`config.mk`:
```
export PLATFORM = sky130hd
export DESIGN_NAME = nfvn_ram
export DESIGN_NICKNAME = d
export VERILOG_FILES = /design/src/rtl/newell_face_and_vertex_normals_unit_defines.svh /design/src/rtl/nfvn_ram.sv
export SDC_FILE = /design/constraint.sdc
export NUM_CORES = 1
export LEC_CHECK = 0
export BUFFER_PORTS_ARGS = -buffer_cell sky130_fd_sc_hd__buf_4
export CELL_PAD_IN_SITES_DETAIL_PLACEMENT = 2
export CELL_PAD_IN_SITES_GLOBAL_PLACEMENT = 2
export CORE_MARGIN = 3
export CORE_UTILIZATION = 40
export CTS_CLUSTER_SIZE = 25
export DETAILED_ROUTE_END_ITERATION = 10
export GPL_ROUTABILITY_DRIVEN = 0
export MAX_ROUTING_LAYER = met4
export PLACE_DENSITY = 0.71
export SKIP_CTS_REPAIR_TIMING = 1
export SYNTH_ARGS = -nofsm -noshare
export SYNTH_HDL_FRONTEND = slang
export SYNTH_SLANG_ARGS = --single-unit
```
`constraint.sdc`:
```
create_clock -name clock -period 2.3 [get_ports clock]
set_clock_uncertainty 0.05 [all_clocks]
set_input_delay 0.23 -clock clock [delete_from_list [all_inputs] [get_ports clock]]
set_output_delay 0.23 -clock clock [all_outputs]
set_load 0.02 [all_outputs]
```
`src/rtl/newell_face_and_vertex_normals_unit_defines.svh`:
```
// Assertion macros for the Newell face and vertex normal unit.
// Used by the top level; expects signals named clock and reset in scope.
`ifndef NEWELL_FACE_AND_VERTEX_NORMALS_UNIT_DEFINES_SVH
`define NEWELL_FACE_AND_VERTEX_NORMALS_UNIT_DEFINES_SVH

// Condition must hold at every edge out of reset.
`define NFVN_ASSERT(label, cond, msg) \
   label: assert property (@(posedge clock) disable iff (reset) (cond)) else $error(msg);

// When pre holds, post must hold in the same cycle.
`define NFVN_ASSERT_IMP(label, pre, post, msg) \
   label: assert property (@(posedge clock) disable iff (reset) (pre) |-> (post)) else $error(msg);

`endif

```
`src/rtl/nfvn_ram.sv`:
```
// Generic single-port-write, single-port-read RAM with registered read data.
// No dependencies.
module nfvn_ram #(
   parameter int WIDTH = 8,
   parameter int DEPTH = 16
) (
   input  logic                             clock,
   input  logic                             wr_en,
   input  logic [$clog2(DEPTH)-1:0]         wr_addr,
   input  logic [WIDTH-1:0]                 wr_data,
   input  logic                             rd_en,
   input  logic [$clog2(DEPTH)-1:0]         rd_addr,
   output logic [WIDTH-1:0]                 rd_data
);
   logic [WIDTH-1:0] mem_ff [DEPTH];
   logic [WIDTH-1:0] rd_data_ff;

   always_ff @(posedge clock) begin
      if (wr_en) begin
         mem_ff[wr_addr] <= wr_data;
      end
      if (rd_en) begin
         rd_data_ff <= mem_ff[rd_addr];
      end
   end

   assign rd_data = rd_data_ff;
endmodule

```
# Yosys cells after proc, flatten, opt, wreduce, memory -nomap -nowiden
# Memories as Yosys holds them, arrays and structs flattened. A register that Yosys moved wholly into a read port is not among the register bits.
# Cells that the tools add are included.
# Widths: inputs -> output; s select.
[totals]
memories = 1
ramBits = 128
latch_bits = 0
wordCells = 3
out_inout_bits = 8
register_bits = 0
input_bits = 19
mem_bits_ro = 0
[memory_table]
columns = ["memory", "words", "word_bits", "rd", "rd_clocked_by_memory_dff", "wr", "line", "source"]
rows = [
  ["mem_ff", 16, 8, 1, 1, 1, "nfvn_ram.sv:15", "logic [WIDTH-1:0] mem_ff [DEPTH];"],
]
[op_classes]
n_div = 0
addsub = 0
n_lt_le_gt_ge = 0
bitwise_logic = 0
n_shift = 0
multipliers = 0
n_reduce_logical = 0
muxes = 2
n_eq_ne = 0
[op_table]
columns = ["cell", "n"]
rows = [
  ["$mux 1", 2],
]

# Longest topological paths before layout
[depth]
ltp_word = 2
ltp_mapped = 5
ltp_nobuf = 3

# Worst setup path after synthesis
# Ideal clock, no wire load.
[synth_timing]
path_type = "input to register"
start = "in wr_addr[2]"
end = "mem mem_ff[0][0] (enable)"
stages = 2
required_time_ns = 1.867
arrival_ns = 1.340
setup_time_ns = 0.383
n_path_buf = 0
setup_slack_ns = 0.527
cell_sequence = "or3b_2 -> nor3_1"
[synth_rtl]
columns = ["element", "line", "source"]
rows = [
  ["start, declared", "nfvn_ram.sv:9", "input logic [$clog2(DEPTH)-1:0] wr_addr,"],
  ["end, declared", "nfvn_ram.sv:15", ""],
]
# No word-level cell before the write port.

==> impl_metrics.tcl <==
set metrics [dict create \
    drt_iter0_drc 249 \
    fillers 1164 \
    remaining_drc_errors 0 \
    finalCriticalPeriod_ns 1.66 \
    power.density_nw_per_um2 880 \
    wl_per_cell_microns 26.3 \
    ir_drop_mv 0.605 \
    dpl.hpwl_microns 8260 \
    grt_remaining_overflow 0 \
    vias 2492 \
    synth_nets 248 \
    totalWireLength_microns 12300 \
    setup_slack_ns 0.645 \
    cts_buffers 17 \
    multiInputGateArea_sq_um 1060 \
    ys_warn_count 0 \
    synthFlopType "edfxtp_1" \
    portBuffers 26 \
    start_util_pct 41.1 \
    status "finished clean" \
    area_growth_pct 18.9 \
    cts_tree "built" \
    drive_gt1_share_pct 28.6 \
    synth.most_common_cell "edfxtp_1" \
    nets 304 \
    rows 41 \
    p_leak_nw 2.09 \
    insertion_delay_ns 0.41 \
    synthCells 229 \
    root_buffer "clkbuf_16" \
    crit_type "flip-flop to flip-flop" \
    min_period_over_period_pct 72.0 \
    path_clk_slew_ns 0.05 \
    crit_arrival_ns 1.75 \
    die_w_microns 120 \
    vias_per_cell 5.31 \
    setup_viol 0 \
    cp-start-kind "flip-flop" \
    cap_viol_max_count 0 \
    yosysTopAreaCell "edfxtp_1" \
    report.final.slew_viol_count 0 \
    grt_antenna_before_repair 0 \
    min_path_cells 1 \
    ioPinCount 27 \
    register_area_sq_um 4080 \
    slew_headroom_pct 70.9 \
    post-place-ws_ns 0.236 \
    syn_area_sq_um 5230 \
    grt_pass1_vias 2798 \
    die_height_microns 120 \
    coreArea_sq_um 12700 \
    drt_pre_antenna_iters 4 \
    required_ns 2.40 \
    worst_pin_slew_ns 0.436 \
    synth_edf_count 136 \
    r2r_slack_ns 0.64 \
    synth.distinct_cells 18 \
    max_freq_mhz 604 \
    synth.top_cell.area_share_pct 78.1 \
    r2r_cells 3 \
    grt_pass1_wl_microns 18500 \
    htreeDepth 4 \
    syn-mean-instance-area_sq_um 22.8 \
    grt_max_degree 28 \
    clk_path_buf_depth 2 \
    synth_seq_cells 136 \
    rsz0062_at_grt "no" \
    setup-tns-final_ns 0 \
    endpoint_kind "flip-flop" \
    track_usage_pct 18.9 \
    fp.dieArea_sq_um 14500 \
    clkSinkCount 136 \
    cp_max_fo 1 \
    ant_nets 0 \
    ys_seq_area_share_pct 78.1 \
    synth_common_cells "edfxtp_1, mux4_2, a22oi_1" \
    diodes 0 \
    hold_class "input pin to flip-flop" \
    ys_async_sr_fraction_pct 0 \
    hold_viol 0 \
    synth.area.top_cells "edfxtp_1, mux4_2, mux4_1, a22oi_1, nor2_1" \
]
[layout by cell type (no fill, tap or decap), drive strengths merged, types with 4 or more instances in the layout]
| master | n |
|---|---|
| mux4 | 32 |
| nor2 | 13 |
| edfxtp | 136 |
| a22oi | 16 |
| nand2 | 9 |
| nor3 | 4 |
| buf | 47 |
| clkbuf | 24 |
| clkinv | 6 |
[registers in the layout, summed over array words and instances (netlist names)]
name	flops
mem_ff	128
rd_data	8
[worst paths after layout]
path	endpoint	from
min	mem_ff[10][4]	wr_data[4]
max	rd_data[2]	mem_ff[1][2]
max reg2reg	rd_data[2]	mem_ff[1][2]
min reg2reg	rd_data[5]	mem_ff[12][5]
[cell families (layout without fill, tap and decap cells)]
kind of cell | count (synthesis) | count (layout) | share of synthesized area [%]
DFF | 136 | 136 | 78.1
and+or+nand+nor | 35 | 35 | 3.14
buffers and inverters | 10 | 78 | 1.65
AOI/OAI and AO/OA | 16 | 16 | 2.30
muxes | 32 | 32 | 14.8
[metrics by stage]
stage / area, sq um / hold slack (ns) / utilization [%] / cells / power (mW)
after detailed placement: 5710 / 0.513 / 44.9 / 438 / 3.16
after CTS: 6210 / 0.0782 / 48.8 / 469 / 5.53
final: 6210 / 0.0889 / 48.8 / 469 / 5.47
after global placement: 5710 / 0.487 / 44.9 / 438 / 3.14
after global routing: 6210 / 0.0739 / 48.8 / 469 / 5.67
after floorplan: 5230 / 0.279 / - / 229 / 3.01
[where the power goes]
group	total, mW	switching, mW	leakage [nW]	internal [mW]
logic	0.291	0.168	0.606	0.123
clock network	2.37	0.908	0.244	1.46
registers	2.82	0.0202	1.24	2.80
[routing by layer]
layer  GRT usage [%]  vias to the layer above  share of wire, %
met3            5.05                       13               5.2
met4            5.88                        0              0.96
met2            30.3                       62                51
met1            24.0                     1323                43
met5               -                        -                 0
li1                -                     1094                 -
[worst max-delay path, stage by stage (launching register included)]
cell and delay [ns]:
edfxtp_1 0.36, mux4_1 0.52, a22oi_1 0.35, nand2_1 0.11
[area by class of cell]
class,count,share of cell area (%)
multi-input cells,83,17.0
well taps,172,3.46
flip-flops and latches,136,65.7
repair buffers,47,5.68
clock inverters,7,0.866
clock buffers,24,7.27
(Power assumes the default switching activity.)
