### src/rtl/newell_face_and_vertex_normals_unit_defines.svh
// Assertion macros for the Newell face and vertex normal unit.
// Used by the top level; expects signals named clock and reset in scope.
`ifndef NEWELL_FACE_AND_VERTEX_NORMALS_UNIT_DEFINES_SVH
`define NEWELL_FACE_AND_VERTEX_NORMALS_UNIT_DEFINES_SVH

// Condition must hold at every edge out of reset.
`define NFVN_ASSERT(label, cond, msg) \
   label: assert property (@(posedge clock) disable iff (reset) (cond)) else $error(msg);

// When pre holds, post must hold in the same cycle.
`define NFVN_ASSERT_IMP(label, pre, post, msg) \
   label: assert property (@(posedge clock) disable iff (reset) (pre) |-> (post)) else $error(msg);

`endif

### src/rtl/nfvn_pkg.sv
// Shared types and constants for the Newell face and vertex normal unit.
// No dependencies; imported by nfvn_norm and the top level.
package nfvn_pkg;

   localparam int TABLE_DEPTH_DEF      = 1024;
   localparam int MAX_FACE_VERTS_DEF   = 16;
   localparam int NORMAL_FRAC_BITS_DEF = 14;

   localparam int OP_W    = 2;
   localparam int IDX_W   = 10;
   localparam int COORD_W = 24;
   localparam int VSUM_W  = 24;
   localparam int SUM_W   = 56;
   localparam int NORM_W  = 16;
   localparam int STAT_W  = 2;
   localparam int MAG_W   = 30;

   typedef enum logic [OP_W-1:0] {
      OP_LOAD = 2'd0,
      OP_FACE = 2'd1,
      OP_READ = 2'd2
   } op_type;

   typedef enum logic [STAT_W-1:0] {
      STAT_OK       = 2'd0,
      STAT_ZERO     = 2'd1,
      STAT_OVERSIZE = 2'd2
   } status_type;

   localparam logic KIND_FACE   = 1'b0;
   localparam logic KIND_VERTEX = 1'b1;

   typedef struct packed {
      logic done;
      logic zero;
   } norm_stat_type;

   typedef enum logic [3:0] {
      N_IDLE, N_MAX, N_SHIFT, N_SQ, N_SQRT, N_DINIT, N_DCHK, N_DSTEP, N_DSTORE, N_DONE
   } norm_state_type;

   typedef enum logic [4:0] {
      ST_CLEAR, ST_IDLE, ST_MOD, ST_DISPATCH, ST_CLOSE, ST_EDGE_RDA, ST_EDGE_RDB,
      ST_EDGE_LATB, ST_EDGE_MUL, ST_EDGE_ACC, ST_NORM_START, ST_NORM_WAIT,
      ST_WALK_RD, ST_WALK_WR, ST_OVERSIZE, ST_EMIT
   } ctrl_state_type;

endpackage

### src/rtl/nfvn_norm.sv
// Iterative vector normalizer: range reduction, sum of squares, bit-serial
// square root and restoring division per component. Depends on nfvn_pkg.
module nfvn_norm #(
   parameter int FRAC_BITS = nfvn_pkg::NORMAL_FRAC_BITS_DEF
) (
   input  logic                                 clock,
   input  logic                                 reset,
   input  logic                                 start,
   input  logic signed [nfvn_pkg::SUM_W-1:0]    vec_x,
   input  logic signed [nfvn_pkg::SUM_W-1:0]    vec_y,
   input  logic signed [nfvn_pkg::SUM_W-1:0]    vec_z,
   output nfvn_pkg::norm_stat_type              stat,
   output logic signed [nfvn_pkg::NORM_W-1:0]   n_x,
   output logic signed [nfvn_pkg::NORM_W-1:0]   n_y,
   output logic signed [nfvn_pkg::NORM_W-1:0]   n_z
);
   import nfvn_pkg::*;

   localparam int SQ_W  = 2 * MAG_W;
   localparam int RT_W  = SQ_W + 4;
   localparam int QW    = NORM_W - 1;
   localparam int NUM_W = MAG_W + FRAC_BITS + 1;
   localparam int LIM_W = MAG_W + 1 + QW + 1;
   localparam int DW    = (NUM_W > LIM_W) ? NUM_W : LIM_W;

   norm_state_type          state_ff, state_in;
   logic [2:0]              neg_ff, neg_in;
   logic [SUM_W-1:0]        mag_ff [3];
   logic [SUM_W-1:0]        mag_in [3];
   logic [SUM_W-1:0]        m_ff, m_in;
   logic [SQ_W-1:0]         prod_ff, prod_in;
   logic [RT_W-1:0]         v_ff, v_in;
   logic [RT_W-1:0]         res_ff, res_in;
   logic [RT_W-1:0]         bit_ff, bit_in;
   logic [4:0]              cnt_ff, cnt_in;
   logic [1:0]              ci_ff, ci_in;
   logic [DW-1:0]           num_ff, num_in;
   logic [DW-1:0]           dsor_ff, dsor_in;
   logic [QW-1:0]           q_ff, q_in;
   logic signed [NORM_W-1:0] n_ff [3];
   logic signed [NORM_W-1:0] n_in [3];
   logic                    zero_ff, zero_in;

   logic [RT_W-1:0]         trial;
   logic [MAG_W-1:0]        mag_sel;
   logic signed [NORM_W-1:0] q_ext;

   always_ff @(posedge clock) begin
      if (reset) begin
         state_ff <= N_IDLE;
      end else begin
         state_ff <= state_in;
      end
      neg_ff  <= neg_in;
      mag_ff  <= mag_in;
      m_ff    <= m_in;
      prod_ff <= prod_in;
      v_ff    <= v_in;
      res_ff  <= res_in;
      bit_ff  <= bit_in;
      cnt_ff  <= cnt_in;
      ci_ff   <= ci_in;
      num_ff  <= num_in;
      dsor_ff <= dsor_in;
      q_ff    <= q_in;
      n_ff    <= n_in;
      zero_ff <= zero_in;
   end

   assign trial   = res_ff + bit_ff;
   assign mag_sel = mag_ff[ci_ff][MAG_W-1:0];
   assign q_ext   = signed'({1'b0, q_ff});

   always_comb begin
      state_in = state_ff;
      neg_in   = neg_ff;
      mag_in   = mag_ff;
      m_in     = m_ff;
      prod_in  = prod_ff;
      v_in     = v_ff;
      res_in   = res_ff;
      bit_in   = bit_ff;
      cnt_in   = cnt_ff;
      ci_in    = ci_ff;
      num_in   = num_ff;
      dsor_in  = dsor_ff;
      q_in     = q_ff;
      n_in     = n_ff;
      zero_in  = zero_ff;
      case (state_ff)
         N_IDLE: begin
            if (start) begin
               neg_in    = {vec_z[SUM_W-1], vec_y[SUM_W-1], vec_x[SUM_W-1]};
               mag_in[0] = vec_x[SUM_W-1] ? SUM_W'(-vec_x) : SUM_W'(vec_x);
               mag_in[1] = vec_y[SUM_W-1] ? SUM_W'(-vec_y) : SUM_W'(vec_y);
               mag_in[2] = vec_z[SUM_W-1] ? SUM_W'(-vec_z) : SUM_W'(vec_z);
               state_in  = N_MAX;
            end
         end
         N_MAX: begin
            m_in = mag_ff[0];
            if (mag_ff[1] > m_in) m_in = mag_ff[1];
            if (mag_ff[2] > m_in) m_in = mag_ff[2];
            state_in = N_SHIFT;
         end
         N_SHIFT: begin
            if (m_ff == '0) begin
               zero_in = 1'b1;
               n_in[0] = '0;
               n_in[1] = '0;
               n_in[2] = '0;
               state_in = N_DONE;
            end else if (|m_ff[SUM_W-1:MAG_W]) begin
               m_in      = m_ff >> 1;
               mag_in[0] = mag_ff[0] >> 1;
               mag_in[1] = mag_ff[1] >> 1;
               mag_in[2] = mag_ff[2] >> 1;
            end else begin
               zero_in  = 1'b0;
               cnt_in   = '0;
               v_in     = '0;
               state_in = N_SQ;
            end
         end
         N_SQ: begin
            // square one component per cycle, add the previous square
            if (cnt_ff < 5'd3) begin
               prod_in = mag_ff[cnt_ff[1:0]][MAG_W-1:0] * mag_ff[cnt_ff[1:0]][MAG_W-1:0];
            end
            if (cnt_ff != 5'd0) begin
               v_in = v_ff + RT_W'(prod_ff);
            end
            cnt_in = cnt_ff + 5'd1;
            if (cnt_ff == 5'd3) begin
               res_in   = '0;
               bit_in   = RT_W'(1) << (RT_W - 2);
               cnt_in   = 5'(RT_W / 2 - 1);
               state_in = N_SQRT;
            end
         end
         N_SQRT: begin
            if (v_ff >= trial) begin
               v_in   = v_ff - trial;
               res_in = (res_ff >> 1) + bit_ff;
            end else begin
               res_in = res_ff >> 1;
            end
            bit_in = bit_ff >> 2;
            cnt_in = cnt_ff - 5'd1;
            if (cnt_ff == 5'd0) begin
               ci_in    = 2'd0;
               state_in = N_DINIT;
            end
         end
         N_DINIT: begin
            num_in   = (DW'(mag_sel) << FRAC_BITS) + (DW'(res_ff) >> 1);
            dsor_in  = DW'(res_ff) << QW;
            state_in = N_DCHK;
         end
         N_DCHK: begin
            if (num_ff >= dsor_ff) begin
               q_in     = '1;
               state_in = N_DSTORE;
            end else begin
               q_in     = '0;
               dsor_in  = dsor_ff >> 1;
               cnt_in   = 5'(QW - 1);
               state_in = N_DSTEP;
            end
         end
         N_DSTEP: begin
            if (num_ff >= dsor_ff) begin
               num_in = num_ff - dsor_ff;
               q_in   = {q_ff[QW-2:0], 1'b1};
            end else begin
               q_in   = {q_ff[QW-2:0], 1'b0};
            end
            dsor_in = dsor_ff >> 1;
            cnt_in  = cnt_ff - 5'd1;
            if (cnt_ff == 5'd0) state_in = N_DSTORE;
         end
         N_DSTORE: begin
            n_in[ci_ff] = neg_ff[ci_ff] ? -q_ext : q_ext;
            if (ci_ff == 2'd2) begin
               state_in = N_DONE;
            end else begin
               ci_in    = ci_ff + 2'd1;
               state_in = N_DINIT;
            end
         end
         N_DONE: begin
            state_in = N_IDLE;
         end
         default: state_in = N_IDLE;
      endcase
   end

   assign stat.done = (state_ff == N_DONE);
   assign stat.zero = zero_ff;
   assign n_x = n_ff[0];
   assign n_y = n_ff[1];
   assign n_z = n_ff[2];
endmodule

### config.mk
export PLATFORM = sky130hd
export DESIGN_NAME = nfvn_norm
export DESIGN_NICKNAME = d
export VERILOG_FILES = /design/src/rtl/newell_face_and_vertex_normals_unit_defines.svh /design/src/rtl/nfvn_pkg.sv /design/src/rtl/nfvn_norm.sv
export SDC_FILE = /design/constraint.sdc
export NUM_CORES = 2
export LEC_CHECK = 0
export BUFFER_PORTS_ARGS = -buffer_cell sky130_fd_sc_hd__clkbuf_2
export CORE_MARGIN = 4
export CORE_UTILIZATION = 70
export CTS_CLUSTER_SIZE = 14
export DETAILED_ROUTE_END_ITERATION = 12
export PLACE_DENSITY = 0.86
export SLEW_MARGIN = 20
export SYNTH_ARGS = -nofsm -noshare
export SYNTH_HDL_FRONTEND = slang
export SYNTH_SLANG_ARGS = --single-unit
export TNS_END_PERCENT = 30
### constraint.sdc
create_clock -name clock -period 58.6 [get_ports clock]
set_input_delay 5.86 -clock clock [delete_from_list [all_inputs] [get_ports clock]]
set_output_delay 5.86 -clock clock [all_outputs]
set_load 0.02 [all_outputs]
======== After elaboration in Yosys (flattened, before gate mapping) ========
Index checks and enable logic that the tools add are counted.
storage, ports and cells
  bits in registers ....................... 648
  bits of input ports ..................... 171
  output and inout bits ................... 50
  word-level logic and storage cells ...... 162
cells by class
  $add $sub $neg .......................... 13
  $mul .................................... 1
  $lt $le $gt $ge ......................... 9
  equal/unequal tests ..................... 26
  mux-type cells .......................... 62
  bitwise operators ....................... 2
  reduce and logical (&&, ||, !) cells .... 30
operators with widths
  operator                                 count
  two-way mux 168 bit                      3
  two-way mux 56 bit                       8
  two-way mux 64 bit                       7
  case mux 168 bit (2 select lines)        1
  case mux 64 bit (2 select lines)         2
  binary-select mux 56 bit (select 2 bit)  2
  case mux 64 bit (3 select lines)         1
  negator 56 bit                           3
  case mux 47 bit (3 select lines)         1
  two-way mux 30 bit                       4
  greater-than comparator 56 bit           2
  case mux 56 bit (2 select lines)         1
  case mux 48 bit (2 select lines)         1
  two-way mux 47 bit                       2
  case mux 47 bit (2 select lines)         1
  adder 63 x 64 -> 64 bit                  1
  adder 64 x 60 -> 64 bit                  1
  adder 64 bit                             1
  greater-or-equal comparator 64 bit       1
  subtractor 64 bit                        1
  multiplier 30 x 30 -> 60 bit             1
  logical NOT 56 bit                       1
  bitwise mux 48 bit                       1
  two-way mux 48 bit                       1
  45 further kinds                         95

======== Longest topological paths before layout ========
  word-level depth ........................ 7
  mapped depth ............................ 38
  gate-level depth less buffers ........... 35

======== Worst setup path before layout ========
OpenSTA, ideal clock, no wires.
  path kind ............................... input-to-reg
  start ................................... in start
  end ..................................... reg mag_ff[0] (netlist name) (enable)
  library setup time ...................... 1.166 ns
  arrival ................................. 22.987 ns
  required time ........................... 57.434 ns
  slack ................................... 34.448 ns
  stages on the path ...................... 2
  path buffers ............................ 0
  path through ............................ nor2_1 > nor4b_1
between the ends
  longest elaborated chain between the ends .. 2
RTL lines
  element                               RTL line         RTL
  start: declaration                    nfvn_norm.sv:8   input logic start,
  != test 2 bit (no source line)        --
  AND reduction 4 bit (no source line)  --
  end signal: assignment                nfvn_norm.sv:55  mag_ff <= mag_in;
  end: declaration                      nfvn_norm.sv:28  logic [SUM_W-1:0] mag_ff [3];
Every way passes these cells.
A chain may end at the register's enable or synchronous reset.

======== Worst setup path in the final report ========
  start ................................... reg cnt_ff[0]
  end ..................................... reg prod_ff[59] (data pin)
between the ends
  longest elaborated chain between the ends .. 5
RTL lines
  element                                                 RTL line          RTL
  start: declaration                                      nfvn_norm.sv:35   logic [4:0] cnt_ff, cnt_in;
  start signal: assignment                                nfvn_norm.sv:61   cnt_ff <= cnt_in;
  inverter 2 -> 3 bit (not written as such)               nfvn_norm.sv:128  prod_in = mag_ff[cnt_ff[1:0]][MAG_W-1:0] * mag_ff[cnt_ff[1:0]][MAG_W-1:0];
  binary-select mux 56 bit (select 2 bit)                 nfvn_norm.sv:128
  two-way mux 30 bit (not written as such) (2 in series)  nfvn_norm.sv:128
  multiplier 30 x 30 -> 60 bit                            nfvn_norm.sv:128
  end signal: assignment                                  nfvn_norm.sv:57   prod_ff <= prod_in;
  end: declaration                                        nfvn_norm.sv:31   logic [SQ_W-1:0] prod_ff, prod_in;
Every way passes these cells. The select of a mux whose other input is x is not followed.

==> impl_metrics.py <==
metrics = {
    "logic_synthesis": {
        "yosysWarnings": 0,
        "postSynth.topFlopCell": "sky130_fd_sc_hd__edfxtp_1",
        "synth_nets": 9593,
        "postSynth.asyncResetShare_pct": 0,
        "synthCells": 8083,
        "syn_area_per_cell_um2": 9.05,
        "yosysSeqAreaShare_pct": 25.2,
        "synthesis.area_um2": 73100,
        "netlist-cell-type-count": 85,
        "postSynthRegisterBits": 615,
        "synth-edff-count": 611,
    },
    "drt": {
        "post_drt_via_cell_ratio": 6.49,
        "vias": 62018,
        "wl_per_cell_um": 22.8,
        "drt-total-wl_um": 218000,
        "drtAntennaViolNets": 0,
        "drt_first_iter_violations": 8319,
        "remaining_drc_errors": 0,
        "count_of_tritonroute_iterations_in_the_first_routing_pass": 7,
    },
    "clocking": {
        "numClockSinks": 615,
        "total_cts_buffers": 72,
        "cts.clk_slew.worst_paths_ns": 0.06,
        "ctsLongestPathBuffers": 3,
        "ctsHtreeMaxLevel": 3,
        "cts_post_setup_buffers_inserted": 0,
        "holdBufCountCts": 0,
        "cts_repair_resize_count": 0,
        "cts.root.buffer_cell": "sky130_fd_sc_hd__clkbuf_16",
        "clk_latency_ns": 0.67,
        "cts_tree": "built",
    },
    "finish": {
        "num-fill-cells": 7427,
        "layout.cells.most_common_list": "sky130_fd_sc_hd__inv_1, sky130_fd_sc_hd__nand2_1, sky130_fd_sc_hd__fa_1, sky130_fd_sc_hd__nor2_1, sky130_fd_sc_hd__ha_1",
        "area_delta_synth_final_pct": 6.58,
        "layout.nets": 9606,
        "mostFrequentLayoutCell": "sky130_fd_sc_hd__inv_1",
        "final_layout_size_suffix_gt1_share_pct": 6.13,
    },
    "floorplanning": {
        "initial_core_util_pct": 70.6,
        "floorplan.die.width_um": 331,
        "number_of_placed_i_o_pins": 221,
        "die_h_um": 331,
        "fp.coreArea_um2": 104000,
        "die-area_um2": 110000,
        "num_rows": 118,
    },
    "timing": {
        "final.period_utilization_pct": 19.0,
        "hold_viol_final": 0,
        "final_max_slew_viol_count": 0,
        "max-slew-margin-rel_pct": 15.8,
        "timing_worst_slew_pin_value_ns": 1.23,
        "final.setup.tns_ns": 0,
        "period_needed_ns": 11.12,
        "maxClockFrequency_ghz": 0.0899,
        "setup_viol": 0,
        "grt_setup_unrepaired": "false",
        "fin_worst_skew_ns": 0.0299,
    },
    "critical_path": {
        "critPathSlowestCell": "sky130_fd_sc_hd__a21oi_1",
        "endpoint_of_the_worst_register_to_register_path": "prod_ff[59]$_DFFE_PP_",
        "crit_path_max_fanout": 38,
        "setup.worst_path.end": "prod_ff[59]$_DFFE_PP_",
        "worstReg2RegStart": "cnt_ff[0]$_DFFE_PP_",
        "worst_setup_path_start_kind": "register",
        "critPathKind": "reg -> reg",
        "cp.required_ns": 59.03,
        "worstPathArrival_ns": 11.55,
        "critical_path.startpoint": "cnt_ff[0]$_DFFE_PP_",
        "endpoint_kind": "register",
        "ff2ff_setup_slack_ns": 47.48,
        "critical-path-max-stage-delay_ns": 0.99,
        "r2r_cells": 34,
    },
    "grt": {
        "grt_start_max_net_pins": 304,
        "combined_global_route_utilization_of_all_metal_layers_pct": 39.1,
        "grt_pass1_wl_um": 340000,
        "globalRouteOverflowTotal": 0,
        "antenna_found_initial": 30,
        "first_global_vias": 61123,
    },
    "place": {
        "place.detailed.hpwl_um": 168000,
        "placer_congestion_estimate": 1.01,
        "port_buffers": 220,
    },
    "run": {
        "drv.max_cap_violation_count": 0,
    },
    "status": {
        "status": "finished clean",
    },
    "hold_path": {
        "min_delay_path_class": "reg -> reg",
    },
}
[cell usage after synthesis (all sizes together) (40+ instances only)]
cell type	instances	area share (%)
o31ai	78	0.82
or3	44	0.39
a21o	255	2.6
nand2	805	4.1
nor2b	58	0.50
fa	698	19
nand2b	104	0.91
o22ai	117	1.0
and2	62	0.53
a21oi	421	2.9
ha	641	11
nand4	106	0.91
nor4	40	0.37
o21ai	513	3.5
edfxtp	611	25
nor3	59	0.40
mux2i	88	1.2
a31oi	135	1.2
o21bai	51	0.52
xnor2	208	2.5
clkbuf	321	1.6
nand3	91	0.62
nor2	678	3.5
xor2	338	4.0
and3	40	0.34
inv	1090	5.6
a211oi	83	0.85
[layer usage]
layer | vias up | GRT usage (%) | share of wire (%)
met5 | - | 0 | 0.0096
met1 | 29718 | 53.7 | 38
li1 | 27742 | - | -
met3 | 705 | 8.59 | 12
met4 | 4 | 18.3 | 5.7
met2 | 3849 | 59.6 | 44
[cell families (layout without fill, tap and decap cells)]
group | after synthesis | count (layout) | synth area share, %
other | 0 | 29 | 0
adder cells (fa/ha/maj) | 1339 | 1339 | 30.1
buffers and inverters | 1448 | 1519 | 7.45
multiplexers | 89 | 89 | 1.22
AO/OA/AOI/OAI | 1887 | 1887 | 16.1
XOR/XNOR | 546 | 546 | 6.54
flip-flops | 615 | 615 | 25.2
AND/OR/NAND/NOR | 2159 | 2159 | 13.4
[how the worst min path moves through the flow]
| stage | startpoint | end | slack, ns | cells past startpoint |
|---|---|---|---|---|
| 2_1_floorplan | dsor_ff[30]$_DFFE_PP_ | dsor_ff[29]$_DFFE_PP_ | 0.52 | 2 |
| 3_3_place_gp | mag_ff[162]$_DFFE_PP_ | mag_ff[161]$_DFFE_PP_ | 0.54 | 2 |
| 3_5_place_dp | mag_ff[145]$_DFFE_PP_ | mag_ff[144]$_DFFE_PP_ | 0.55 | 2 |
| 4_1_cts | mag_ff[145]$_DFFE_PP_ | mag_ff[144]$_DFFE_PP_ | 0.56 | 2 |
| 5_1_grt | mag_ff[146]$_DFFE_PP_ | mag_ff[145]$_DFFE_PP_ | 0.59 | 2 |
| 6_report | mag_ff[154]$_DFFE_PP_ | mag_ff[153]$_DFFE_PP_ | 0.56 | 2 |
[cell type report]
cell class / count / area, um^2 / area share, %
antenna: 29 / 72.6 / 0.0931
timing repair buffer: 288 / 1680 / 2.15
multi-input combinational: 6020 / 49500 / 63.5
clock inverter: 45 / 552 / 0.708
inverter: 1099 / 4130 / 5.29
clock buffer: 87 / 1900 / 2.44
sequential: 615 / 18400 / 23.6
tap: 1380 / 1730 / 2.22
[critical path, delay by kind of cell, from the launching register on]
| kind | cells | cell delay, ns |
|---|---|---|
| adder cells (fa/ha/maj) | 9 | 4.37 |
| buffers and inverters | 10 | 2.10 |
| flip-flops | 1 | 0.32 |
| multiplexers | 1 | 0.14 |
| AND/OR/NAND/NOR | 3 | 0.76 |
| AO/OA/AOI/OAI | 11 | 3.19 |
[state kept, by name, summed over array words and instances, names as in the netlist]
signal	flops
state_ff	4
n_x	16
mag_ff	168
ci_ff	2
n_y	16
cnt_ff	5
n_z	16
bit_ff	32
v_ff	64
q_ff	15
dsor_ff	47
res_ff	64
num_ff	47
prod_ff	59
zero_ff	1
m_ff	56
neg_ff	3
[per-stage QoR]
stage / hold slack (ns) / instances / instance area, um^2 / util (%) / setup WS [ns]
floorplan: 0.522 / 8083 / 73100 / - / 34.45
global placement: 0.540 / 9399 / 75300 / 72.7 / 48.02
detailed placement: 0.546 / 9399 / 75300 / 72.7 / 47.77
CTS: 0.558 / 9531 / 77800 / 75.0 / 47.70
global route: 0.588 / 9555 / 77900 / 75.2 / 47.04
finish: 0.563 / 9563 / 77900 / 75.2 / 47.48
Power is not shown: default switching activity piles up to over one toggle a cycle in this logic, so the estimate is an artifact.
